**src/rtl/core/cyfr_pkg.sv**
```systemverilog
// ----------------------------------------------------------------------------
// cyfr_pkg
// Shared types, codes and constants of the Cyfral key pulse decoder.
// ----------------------------------------------------------------------------
package cyfr_pkg;

    localparam int TICKS_W      = 24;
    localparam int PERIOD_W     = TICKS_W + 1;
    localparam int KEY_W        = 16;
    localparam int NIBBLE_W     = 4;
    localparam int BITCNT_W     = 3;

    localparam int DEFAULT_DATA_NIBBLES = 8;

    localparam logic [TICKS_W-1:0] MAX_PERIOD_RESET = 24'd14720;

    // Output queue depth; a power of two so the pointers wrap by themselves.
    localparam int QUEUE_DEPTH  = 4;
    localparam int QPTR_W       = $clog2(QUEUE_DEPTH);
    localparam int QCNT_W       = QPTR_W + 1;

    // Stream packing widths, rounded up to whole bytes.
    localparam int S_TDATA_W    = 32;
    localparam int M_TDATA_W    = 24;

    // Nibble codes on the line.
    localparam logic [NIBBLE_W-1:0] NIB_START_STOP = 4'b0001;
    localparam logic [NIBBLE_W-1:0] NIB_PAIR_3     = 4'b1110;
    localparam logic [NIBBLE_W-1:0] NIB_PAIR_2     = 4'b1101;
    localparam logic [NIBBLE_W-1:0] NIB_PAIR_1     = 4'b1011;
    localparam logic [NIBBLE_W-1:0] NIB_PAIR_0     = 4'b0111;

    // Operation codes of an input beat.
    localparam logic OP_PULSE   = 1'b0;
    localparam logic OP_RESTART = 1'b1;

    typedef enum logic [1:0] {
        PHASE_START,
        PHASE_DATA,
        PHASE_STOP
    } t_phase;

    typedef struct packed {
        logic               operation;
        logic               level_high;
        logic [TICKS_W-1:0] pulse_ticks;
    } t_item;

    typedef struct packed {
        logic             key_ready;
        logic [KEY_W-1:0] key_value;
    } t_result;

    typedef struct packed {
        logic       ok;
        logic [1:0] pair;
    } t_pair;

    // Maps a one-hot-low data nibble to its two key bits.
    function automatic t_pair decode_nibble(input logic [NIBBLE_W-1:0] nib);
        t_pair p;
        p.ok   = 1'b1;
        p.pair = 2'd0;
        case (nib)
            NIB_PAIR_3: p.pair = 2'd3;
            NIB_PAIR_2: p.pair = 2'd2;
            NIB_PAIR_1: p.pair = 2'd1;
            NIB_PAIR_0: p.pair = 2'd0;
            default:    p.ok   = 1'b0;
        endcase
        return p;
    endfunction

endpackage

```
**src/rtl/core/cyfr_decoder_core.sv**
```systemverilog
// ----------------------------------------------------------------------------
// cyfr_decoder_core
// Frame state of the decoder; applies one registered beat per cycle.
// ----------------------------------------------------------------------------
module cyfr_decoder_core
    import cyfr_pkg::*;
#(
    parameter int DATA_NIBBLES = DEFAULT_DATA_NIBBLES
) (
    input  logic               i_clk,
    input  logic               i_rst_n,
    input  logic               i_cfg_wr_en,
    input  logic [TICKS_W-1:0] i_cfg_wr_data,
    input  logic               i_item_valid,
    input  t_item              i_item,
    output t_result            o_result
);

    localparam int NR_W = $clog2(DATA_NIBBLES + 1);

    logic [TICKS_W-1:0]  r_period_limit;
    t_phase              r_phase,      n_phase;
    logic                r_expect_low, n_expect_low;
    logic [PERIOD_W-1:0] r_period,     n_period;
    logic [NIBBLE_W-1:0] r_nib,        n_nib;
    logic [BITCNT_W-1:0] r_bits,       n_bits;
    logic [NR_W-1:0]     r_nread,      n_nread;
    logic                r_ok,         n_ok;
    logic [KEY_W-1:0]    r_key,        n_key;
    logic                r_done,       n_done;

    logic                restart;
    logic                got;
    logic                bit_val;
    logic [PERIOD_W-1:0] sum;
    logic [NIBBLE_W-1:0] shifted;
    t_pair               dec;

    always_comb begin
        n_phase      = r_phase;
        n_expect_low = r_expect_low;
        n_period     = r_period;
        n_nib        = r_nib;
        n_bits       = r_bits;
        n_nread      = r_nread;
        n_ok         = r_ok;
        n_key        = r_key;
        n_done       = r_done;
        restart      = 1'b0;
        got          = 1'b0;
        bit_val      = 1'b0;
        sum          = r_period + {1'b0, i_item.pulse_ticks};
        shifted      = {r_nib[NIBBLE_W-2:0], 1'b0};
        dec          = decode_nibble(r_nib);

        if (i_item_valid) begin
            if (i_item.operation == OP_RESTART) begin
                restart = 1'b1;
            end else if (!r_done) begin
                if (!r_expect_low) begin
                    if (!i_item.level_high) begin
                        restart = 1'b1;
                    end else begin
                        n_period     = sum;
                        n_expect_low = 1'b1;
                        if (sum > {1'b0, r_period_limit}) begin
                            restart = 1'b1;
                        end else begin
                            got     = 1'b1;
                            bit_val = !(sum[PERIOD_W-1:1] > i_item.pulse_ticks);
                        end
                    end
                end else begin
                    if (i_item.level_high) begin
                        restart = 1'b1;
                    end else begin
                        n_period     = {1'b0, i_item.pulse_ticks};
                        n_expect_low = 1'b0;
                    end
                end

                shifted = {r_nib[NIBBLE_W-2:0], bit_val};
                dec     = decode_nibble(shifted);

                if (got) begin
                    case (r_phase)
                        PHASE_START: begin
                            n_nib = shifted;
                            if (shifted == NIB_START_STOP) begin
                                n_nib   = '0;
                                n_phase = PHASE_DATA;
                            end
                        end
                        PHASE_DATA: begin
                            n_nib  = shifted;
                            n_bits = r_bits + BITCNT_W'(1);
                            if (r_bits == BITCNT_W'(NIBBLE_W - 1)) begin
                                if (dec.ok) begin
                                    n_key = {r_key[KEY_W-3:0], dec.pair};
                                end else begin
                                    n_ok = 1'b0;
                                end
                                n_nib   = '0;
                                n_bits  = '0;
                                n_nread = r_nread + NR_W'(1);
                            end
                            if (n_nread >= NR_W'(DATA_NIBBLES)) begin
                                n_phase = PHASE_STOP;
                            end
                        end
                        PHASE_STOP: begin
                            n_nib  = shifted;
                            n_bits = r_bits + BITCNT_W'(1);
                            if (r_bits >= BITCNT_W'(NIBBLE_W - 1)) begin
                                if (shifted == NIB_START_STOP && r_ok) begin
                                    n_done = 1'b1;
                                end else begin
                                    restart = 1'b1;
                                end
                            end
                        end
                        default: begin
                            n_phase = PHASE_START;
                        end
                    endcase
                end
            end

            if (restart) begin
                n_phase      = PHASE_START;
                n_expect_low = 1'b0;
                n_period     = '0;
                n_nib        = '0;
                n_bits       = '0;
                n_nread      = '0;
                n_ok         = 1'b1;
                n_key        = '0;
                n_done       = 1'b0;
            end
        end

        o_result.key_ready = n_done;
        o_result.key_value = n_done ? n_key : '0;
    end

    always_ff @(posedge i_clk) begin
        if (!i_rst_n) begin
            r_period_limit <= MAX_PERIOD_RESET;
            r_phase        <= PHASE_START;
            r_expect_low   <= 1'b0;
            r_period       <= '0;
            r_nib          <= '0;
            r_bits         <= '0;
            r_nread        <= '0;
            r_ok           <= 1'b1;
            r_key          <= '0;
            r_done         <= 1'b0;
        end else begin
            if (i_cfg_wr_en) begin
                r_period_limit <= i_cfg_wr_data;
            end
            r_phase      <= n_phase;
            r_expect_low <= n_expect_low;
            r_period     <= n_period;
            r_nib        <= n_nib;
            r_bits       <= n_bits;
            r_nread      <= n_nread;
            r_ok         <= n_ok;
            r_key        <= n_key;
            r_done       <= n_done;
        end
    end

endmodule

```
**src/rtl/core/cyfral_key_pulse_decoder.sv**
```systemverilog
// ----------------------------------------------------------------------------
// cyfral_key_pulse_decoder
// Decodes timed line pulses of a Cyfral key into a 16-bit key value.
// ----------------------------------------------------------------------------
// Data path: an accepted beat is held in the input register, decoded from
// it, and its result is written into the output queue that drives m_tdata.
// Throughput: one beat per cycle while m_tready is high; s_tready drops only
// once the four-entry output queue and the input register hold four beats.
// Reset: synchronous, active low; clears the frame state, the queue and
// restores max_bit_period to 14720 ticks.
module cyfral_key_pulse_decoder
    import cyfr_pkg::*;
#(
    parameter int DATA_NIBBLES = DEFAULT_DATA_NIBBLES
) (
    input  logic                 i_clk,
    input  logic                 i_rst_n,
    // Configuration: max_bit_period.
    input  logic                 i_cfg_wr_en,
    input  logic [TICKS_W-1:0]   i_cfg_wr_data,
    // Input stream.
    input  logic                 s_tvalid,
    output logic                 s_tready,
    input  logic [S_TDATA_W-1:0] s_tdata,   // [0] level_high, [24:1] pulse_ticks
    input  logic                 s_tuser,   // [0] operation
    // Result stream.
    output logic                 m_tvalid,
    input  logic                 m_tready,
    output logic [M_TDATA_W-1:0] m_tdata    // [0] key_ready, [16:1] key_value
);

    // The input register holds one beat for the decode step. Every beat that
    // reaches it is decoded in the next cycle and its result written into the
    // output queue, so s_tready reserves a queue slot for it in advance.
    logic                r_in_valid;
    t_item               r_in_item;

    t_result             core_result;

    t_result             r_queue [QUEUE_DEPTH];
    logic [QPTR_W-1:0]   r_wr_ptr;
    logic [QPTR_W-1:0]   r_rd_ptr;
    logic [QCNT_W-1:0]   r_count;
    logic [QCNT_W-1:0]   n_count;

    logic                in_take;
    logic                out_take;
    logic [QCNT_W-1:0]   pending;

    assign pending  = r_count + {{(QCNT_W-1){1'b0}}, r_in_valid};
    assign s_tready = (pending < QCNT_W'(QUEUE_DEPTH));
    assign in_take  = s_tvalid && s_tready;

    assign m_tvalid = (r_count != '0);
    assign out_take = m_tvalid && m_tready;

    always_comb begin
        n_count = r_count;
        if (r_in_valid && !out_take) begin
            n_count = r_count + QCNT_W'(1);
        end else if (!r_in_valid && out_take) begin
            n_count = r_count - QCNT_W'(1);
        end
    end

    always_ff @(posedge i_clk) begin
        if (!i_rst_n) begin
            r_in_valid <= 1'b0;
            r_wr_ptr   <= '0;
            r_rd_ptr   <= '0;
            r_count    <= '0;
        end else begin
            r_in_valid <= in_take;
            r_count    <= n_count;
            if (r_in_valid) begin
                r_wr_ptr <= r_wr_ptr + QPTR_W'(1);
            end
            if (out_take) begin
                r_rd_ptr <= r_rd_ptr + QPTR_W'(1);
            end
        end
    end

    // Payload registers carry no reset.
    always_ff @(posedge i_clk) begin
        if (in_take) begin
            r_in_item.operation   <= s_tuser;
            r_in_item.level_high  <= s_tdata[0];
            r_in_item.pulse_ticks <= s_tdata[TICKS_W:1];
        end
        if (r_in_valid) begin
            r_queue[r_wr_ptr] <= core_result;
        end
    end

    cyfr_decoder_core #(
        .DATA_NIBBLES (DATA_NIBBLES)
    ) u_core (
        .i_clk         (i_clk),
        .i_rst_n       (i_rst_n),
        .i_cfg_wr_en   (i_cfg_wr_en),
        .i_cfg_wr_data (i_cfg_wr_data),
        .i_item_valid  (r_in_valid),
        .i_item        (r_in_item),
        .o_result      (core_result)
    );

    // The padding bits above key_value are driven as zeros.
    assign m_tdata = {{(M_TDATA_W-KEY_W-1){1'b0}},
                      r_queue[r_rd_ptr].key_value,
                      r_queue[r_rd_ptr].key_ready};

endmodule

```
**config.mk**
```make
export PLATFORM = sky130hd
export DESIGN_NAME = cyfral_key_pulse_decoder
export DESIGN_NICKNAME = d
export VERILOG_FILES = /design/src/rtl/core/cyfr_pkg.sv /design/src/rtl/core/cyfr_decoder_core.sv /design/src/rtl/core/cyfral_key_pulse_decoder.sv
export SDC_FILE = /design/constraint.sdc
export NUM_CORES = 1
export LEC_CHECK = 0
export BUFFER_PORTS_ARGS = -buffer_cell sky130_fd_sc_hd__buf_2
export CORE_MARGIN = 4
export CORE_UTILIZATION = 45
export DETAILED_ROUTE_END_ITERATION = 10
export PLACE_DENSITY_LB_ADDON = 0.2
export RECOVER_POWER = 100
export SKIP_LAST_GASP = 1
export SLEW_MARGIN = 20
export SYNTH_ARGS = -nofsm -noshare
export SYNTH_HDL_FRONTEND = slang
export SYNTH_SLANG_ARGS = --single-unit
```
**constraint.sdc**
```tcl
create_clock -name i_clk -period 14.95 [get_ports i_clk]
set_input_delay 4.485 -clock i_clk [delete_from_list [all_inputs] [get_ports i_clk]]
set_output_delay 4.485 -clock i_clk [all_outputs]
set_load 0.01 [all_outputs]
```
==> results of run 1 <==
worst paths after layout:
check	cells after the start	slack (ps)	from	end
hold / removal	2	460	u_core.r_key[14]	u_core.r_key[14]
setup / recovery	6	6410	i_rst_n	u_core.r_period[14]
hold reg to reg	2	460	u_core.r_key[14]	u_core.r_key[14]
setup reg to reg	19	7110	r_in_item[8]	u_core.r_period[14]
area by class of cell:
class / instances / area (µm²)
multi-input combinational: 651 / 4880
clock buffer: 17 / 425
inverter: 65 / 244
timing repair buffer: 79 / 374
clock inverter: 15 / 195
fill: 1999 / 10700
tap: 280 / 350
sequential: 184 / 4620
worst max-delay path, stage by stage:
cell and delay, ps:
sky130_fd_sc_hd__clkbuf_1 390, sky130_fd_sc_hd__clkinv_1 110, sky130_fd_sc_hd__clkbuf_1 2040, sky130_fd_sc_hd__nor2_1 1100
sky130_fd_sc_hd__nand2_1 540, sky130_fd_sc_hd__o21ai_0 150
metrics by stage:
step	setup WS [ps]	utilization (%)	instance area, µm²
2_1_floorplan	8600	-	10000
3_3_place_gp	8380	48.3	10600
3_5_place_dp	8410	48.3	10600
4_1_cts	8370	51.2	11200
5_1_grt	5920	50.8	11100
6_report	6410	50.8	11100
power by group through the flow:
| stage | Clock, W | Sequential, W | Combinational (W) |
|---|---|---|---|
| 6_report | 0.000466 | 0.000585 | 0.000288 |
| 5_1_grt | 0.000499 | 0.000589 | 0.000326 |
| 4_1_cts | 0.000477 | 0.000585 | 0.000299 |
| 3_5_place_dp | 0 | 0.000596 | 0.000297 |
| 3_3_place_gp | 0 | 0.000595 | 0.000293 |
| 2_1_floorplan | 0 | 0.000586 | 0.000220 |
registers in the layout, indices dropped and copies added (netlist names), 2 cells and up, named ones only:
name,flops
r_wr_ptr,2
r_queue,68
u_core.r_nread,4
r_rd_ptr,2
r_count,3
u_core.r_phase,2
u_core.r_bits,3
u_core.r_nib,3
u_core.r_key,16
r_in_item,26
u_core.r_period_limit,24
u_core.r_period,25
logic make-up after synthesis:
family | after synthesis
xor+xnor | 30
compound gates | 177
mux | 75
fa+ha+maj | 85
flops | 184
buf+inv | 107
other cells | 1
simple gates | 277
placed cells by master, fill, tap and decap left out, types with 6 or more instances in the layout:
master and count:
sky130_fd_sc_hd__a211oi_1 7, sky130_fd_sc_hd__a21o_1 7, sky130_fd_sc_hd__a21oi_1 51, sky130_fd_sc_hd__a22oi_1 6, sky130_fd_sc_hd__and2_0 21, sky130_fd_sc_hd__and2_1 6
sky130_fd_sc_hd__buf_2 53, sky130_fd_sc_hd__clkbuf_1 23, sky130_fd_sc_hd__clkbuf_16 17, sky130_fd_sc_hd__conb_1 7, sky130_fd_sc_hd__dfxtp_1 90, sky130_fd_sc_hd__edfxtp_1 94
sky130_fd_sc_hd__ha_1 83, sky130_fd_sc_hd__inv_1 64, sky130_fd_sc_hd__mux2_2 6, sky130_fd_sc_hd__mux2i_1 52, sky130_fd_sc_hd__mux4_2 17, sky130_fd_sc_hd__nand2_1 75
sky130_fd_sc_hd__nand2b_1 11, sky130_fd_sc_hd__nand3_1 21, sky130_fd_sc_hd__nand4_1 12, sky130_fd_sc_hd__nor2_1 76, sky130_fd_sc_hd__nor2b_1 6, sky130_fd_sc_hd__nor3_1 21
sky130_fd_sc_hd__nor4_1 6, sky130_fd_sc_hd__o211ai_1 7, sky130_fd_sc_hd__o21a_1 12, sky130_fd_sc_hd__o21ai_0 28, sky130_fd_sc_hd__or3_1 6, sky130_fd_sc_hd__xnor2_1 14
sky130_fd_sc_hd__xor2_1 16
per-layer routing:
layer  share of wire (%)  up-vias
li1                    -     3517
met1                  49     3350
met2                  44      164
met3                 4.7       23
met4                 1.4        0
met5                   0        -
==> parameters.txt, run 1 <==
Parameter                              Value

Clock tree
  Clk slew on worst S/H paths    around 80 ps
  PostCTS Resize Cnt    0
  Post-CTS Repair Setup Buffers    0
  TritonCTS clock tree    done
  CTS Buf Count    17
  Clock latency of the later-clocked register in the worst-skew pair    approximately 440 ps
  Buffer cell driving the clock tree root    sky130_fd_sc_hd__clkbuf_16
  Number of sinks on the clock net    around 180
  Deepest level of the CTS H-tree    4
  Hold buffer count at cts    0
  Largest buffer count on any clock path    2

STA
  Measured slew at the worst slew-check pin    2880 ps
  Hold Violations, Final    0
  Worst slew margin    -92.3%
  Total setup violations reported at the end of the flow    0
  Fraction of the cycle the final worst path needs    57.1%
  Hold slack    460 ps
  RSZ-0062 raised after global routing    false
  Post-route clock skew    between 15 and 20 ps
  Highest achievable clock rate    117 MHz
  Final-layout setup total negative slack    0 ps
  Minimum period implied by the final worst setup slack    8540 ps
  Pins Over Slew Limit    about 120

Synthesis
  Number of synthesized register bits    184
  Count leader, synth    sky130_fd_sc_hd__edfxtp_1
  Cell type with the highest aggregate area in the netlist    sky130_fd_sc_hd__edfxtp_1
  Post-Synthesis Cell Area    0.00998 mm²
  Main flop type after synthesis    sky130_fd_sc_hd__edfxtp_1
  Post-synth cell types    76
  Dominant combinational cell family by area after synthesis    simple AND/OR/NAND/NOR gates
  Post-Synth XOR/XNOR Area    2.63%
  Ranking of synthesized cells by area    sky130_fd_sc_hd__edfxtp_1, sky130_fd_sc_hd__dfxtp_1, sky130_fd_sc_hd__ha_1, sky130_fd_sc_hd__mux2i_1, sky130_fd_sc_hd__mux4_2
  Adder and majority gate portion of the synthesized area    a little over a tenth
  Simple-gate share of the synthesized area    roughly an eighth
  Sequential element share of the synthesized area    about 46%
  Share of the synthesized area in compound gates (AO/OA/AOI/OAI)    12.6%
  Mean area per synthesized cell    10.7 µm²
  Fraction of post-synthesis cell area in the top cell type by area    28.3%
  Share of synthesized area spent on multiplexers    9.73%
  Synth async-reset ratio    0%
  Number of enable flip-flop cells after synthesis    94
  Gate count after technology mapping    936
  Synth Warn #    0
  Top cells by count, synth    sky130_fd_sc_hd__edfxtp_1, sky130_fd_sc_hd__dfxtp_1, sky130_fd_sc_hd__ha_1

Die
  Total core area    0.0218 mm²
  Area of the die    about 0.025 mm²
  Die boundary width    about 160 µm
  Starting density of the core    between 40% and 50%
  Die Y-Extent    157 µm
  I/O pins    88
  Cell row count    54

Power
  Combinational group share of total power    21.5%
  Static Leak    4.41 nW
  Share of power burned in the clock network    34.8%
  Cell internal power dissipation    0.000913 W
  Switching portion of total power    a little under a third
  Register share of total power    between 40% and 50%
  Power per Cell Area    121 mW/mm²
  Worst-case vdd ir drop    0.0763 mV
  Switching power total    between 0.0004 and 0.0005 W
  Power Total    0.00134 W

GRT
  GR Layer Usage met3    approximately 3.2%
  Total Routing Usage GR    17.9%
  Top Usage Layer GRT    met2
  Global routing met1 resource utilization    25.9%
  Number of global-route vias before repair    6846
  Global routing usage on met2    27.8%
  GRT Residual Overflow    0
  Largest net degree at the start of global routing    57
  First-pass GRT wire length    35300 µm
  Initial antenna violation count    0

Critical path
  Critical Path Fanout Max    56
  Kind of start point of the critical path    input port
  Data arrival at the endpoint of the critical path    between 8000 and 9000 ps
  Critical path class    in2reg
  Data required time at the worst endpoint    15260 ps
  Critical path capture point type    flip-flop

Place
  Estimated wirelength of the detail-placed design    14900 µm
  Number of port buffers    73
  Placer congestion estimate    0.906
  Cell count after placement    approximately 1300

Hold path
  Worst min-delay path category    reg2reg

Route
  Via-per-instance ratio    5.46
  # DRC    0
  Overall via count from detail_route    between 7000 and 8000
  1st-pass router iterations    5
  Number of DRC violations after detailed-routing iteration 0    447
  Total length of routed wires    21500 µm
  Detail Route Antenna Nets    0
  Average wire length per cell after detail routing    16.7 µm

Flow run
  Max-cap check violation count    3

Final layout
  Final antenna diode count    0
  Number of nets at the end of the flow    about 1100
  Share of post-route cells with drive strength above 1    between 10% and 20%
  Number of non-filler instances in the completed layout    1291
  Layout-stage area growth over the synthesis result    11.2%

Status
  Failing checks    capacitance limit, slew limit
  Run status    finished with violations
Power figures use the tool's default switching activity.
==> run 2: changes to the inputs <==
Clock period 14.95 ns to 7.9 ns, I/O delays scaled along.
==> run 2 against run 1 <==
The run still ends with capacitance limit, slew limit left. Sequential power up 90%. First-iteration DRC count down 13%. Largest cell class unchanged. Clock power up 95%. Hold slack better by 5.2 ps. Power up 91%. Design area up 0.37%. Global-route usage up 0.29 points. Count of clock-buffer cells in the layout unchanged. Routed wire length up 0.57%. Die area unchanged. Largest power group unchanged. Non-clock buffer count unchanged.
==> parameters.txt, run 2 (synthesis gave the netlist of run 1 again) <==
Parameter                              Value

Critical path
  Critical path class    reg2reg
  Worst reg-to-reg setup slack    slightly above 1000 ps
  Kind of start point of the critical path    flip-flop
  Ordered list of cells on the worst path    ha_1, a211o_1, or4_1, a21oi_1, nor3_1, o311ai_0, nand2_1, a31oi_1, xnor2_1, ha_1, nand4_1, or4_1, nor4_1, a31o_1, and3_1, a31oi_1, a211oi_2, mux2i_1
  Depth of the worst register-to-register path    18
  Data arrival at the endpoint of the critical path    between 7000 and 8000 ps
  Data required time at the worst endpoint    about 8200 ps
  Critical Path Fanout Max    14
  Worst reg2reg path endpoint    u_core.r_key[8]
  Critical path capture point type    flip-flop
  Cell with the largest stage delay on the worst path    sky130_fd_sc_hd__a211oi_2
  Beginning of the critical path    r_in_item[8]
  Launching point of the worst reg2reg path    r_in_item[8]
  Highest cell delay on the worst timing path    approximately 1200 ps

Final layout
  Final antenna diode count    0
  Top flop regs    r_queue x68, r_in_item x26, u_core.r_period x25
  Layout-stage area growth over the synthesis result    11.6%
  Multi-input gate area    approximately 0.0049 mm²
  Leading cell type in the layout, fill and taps excluded    sky130_fd_sc_hd__edfxtp_1
  Share of post-route cells with drive strength above 1    12.5%
  Most flops, register    r_queue
  FILL cells    1988
  Flip-flop count of the largest register, all copies and words added    68
  Sequential standard cell area    0.00462 mm²
  Most frequent cells in the layout    sky130_fd_sc_hd__edfxtp_1, sky130_fd_sc_hd__dfxtp_1, sky130_fd_sc_hd__ha_1
  Number of nets at the end of the flow    around 1100
  Final instance area    roughly 0.011 mm²

GRT
  First-pass GRT wire length    35700 µm
  GRT Residual Overflow    0
  Largest net degree at the start of global routing    41
  Number of global-route vias before repair    6880
  Total Routing Usage GR    18.2%
  Initial antenna violation count    0

Status
  Failing checks    capacitance limit, slew limit
  Run status    finished with violations

Route
  Overall via count from detail_route    7031
  Total length of routed wires    21600 µm
  Number of DRC violations after detailed-routing iteration 0    387
  # DRC    0
  Via-per-instance ratio    approximately 5.4
  Detail Route Antenna Nets    0
  Average wire length per cell after detail routing    16.8 µm
  1st-pass router iterations    6

Power
  Power per Cell Area    230 mW/mm²
  Worst-case vdd ir drop    roughly 0.17 mV
  Power Total    0.00256 W
  Static Leak    4.43 nW

Place
  Placer congestion estimate    0.890
  Number of port buffers    73
  Estimated wirelength of the detail-placed design    15200 µm
  Placed Area    0.0106 mm²

Die
  Starting density of the core    roughly 46%
  Cell row count    54
  I/O pins    88
  Die boundary width    157 µm
  Die Y-Extent    157 µm
  Total core area    ~0.022 mm²
  Area of the die    around 0.025 mm²

Clock tree
  Deepest level of the CTS H-tree    4
  Number of sinks on the clock net    184
  CTS Buf Count    17
  Buffer cell driving the clock tree root    sky130_fd_sc_hd__clkbuf_16
  Largest buffer count on any clock path    2
  Clock latency of the later-clocked register in the worst-skew pair    440 ps
  Clk slew on worst S/H paths    about 80 ps
  PostCTS Resize Cnt    0
  TritonCTS clock tree    done
  Hold buffer count at cts    0
  Post-CTS Repair Setup Buffers    0

STA
  Worst slew margin    -46.8%
  RSZ-0062 raised after global routing    false
  Post-route clock skew    around 12 ps
  Measured slew at the worst slew-check pin    2200 ps
  Minimum period implied by the final worst setup slack    6880 ps
  Fraction of the cycle the final worst path needs    87.1%
  Pins Over Slew Limit    68
  Highest achievable clock rate    145 MHz
  Total setup violations reported at the end of the flow    0
  Hold Violations, Final    0
  Hold slack    roughly 470 ps
  Final-layout setup total negative slack    0 ps

Hold path
  Hold worst-path end    u_core.r_period[21]
  Worst min-delay path category    reg2reg
  Critical hold path startpoint    u_core.r_period[21]
  Hold-critical path depth    2

Flow run
  Max-cap check violation count    3
==> run 2: changes by cell type in the layout (fill, tap and decap cells not counted), sizes merged <==
cell,before,now
clkinv,5,4
clkinvlp,1,0
inv,74,76
==> run 2: how the worst max path moves through the flow <==
stage                       end
2_1_floorplan  u_core.r_key[10]
3_3_place_gp      r_queue[1][2]
3_5_place_dp     r_queue[1][10]
4_1_cts           r_queue[1][0]
5_1_grt         u_core.r_key[4]
6_report        u_core.r_key[8]
==> run 2: stage by stage <==
| stage | util, % | setup WS, ps | cells |
|---|---|---|---|
| 2_1_floorplan | - | 2800 | 942 |
| 3_3_place_gp | 48.3 | 1380 | 1259 |
| 3_5_place_dp | 48.3 | 1270 | 1259 |
| 4_1_cts | 51.3 | 1250 | 1291 |
| 5_1_grt | 51.0 | 516 | 1291 |
| 6_report | 51.0 | 1020 | 1291 |
==> run 2: report_power, final <==
part	internal, W	switching [W]	leakage (nW)
clock	0.000447	0.000460	0.308
combinational	0.000228	0.000320	2.44
sequential	0.00106	0.0000432	1.68
total	0.00174	0.000824	4.43
==> run 2: layout make-up <==
class	instances	share of cell area (%)
Clock inverter	15	1.92
Multi-Input combinational cell	651	44.0
Clock buffer	17	3.82
Inverter	65	2.19
Tap cell	280	3.15
Sequential cell	184	41.5
Timing Repair Buffer	79	3.36
==> run 2: critical path: cells and delay by family (launching register included) <==
family	cells	cell delay, ps
compound gates	7	2820
mux	1	200
xor+xnor	1	160
simple gates	7	2300
flops	1	430
fa+ha+maj	2	770
==> run 2: per-layer routing <==
layer	GRT usage [%]	vias to the layer above	part of all wire [%]
li1	-	3527	-
met4	4.17	0	0.91
met2	28.6	159	45
met5	0	-	0
met3	3.16	17	4.3
met1	26.4	3328	49
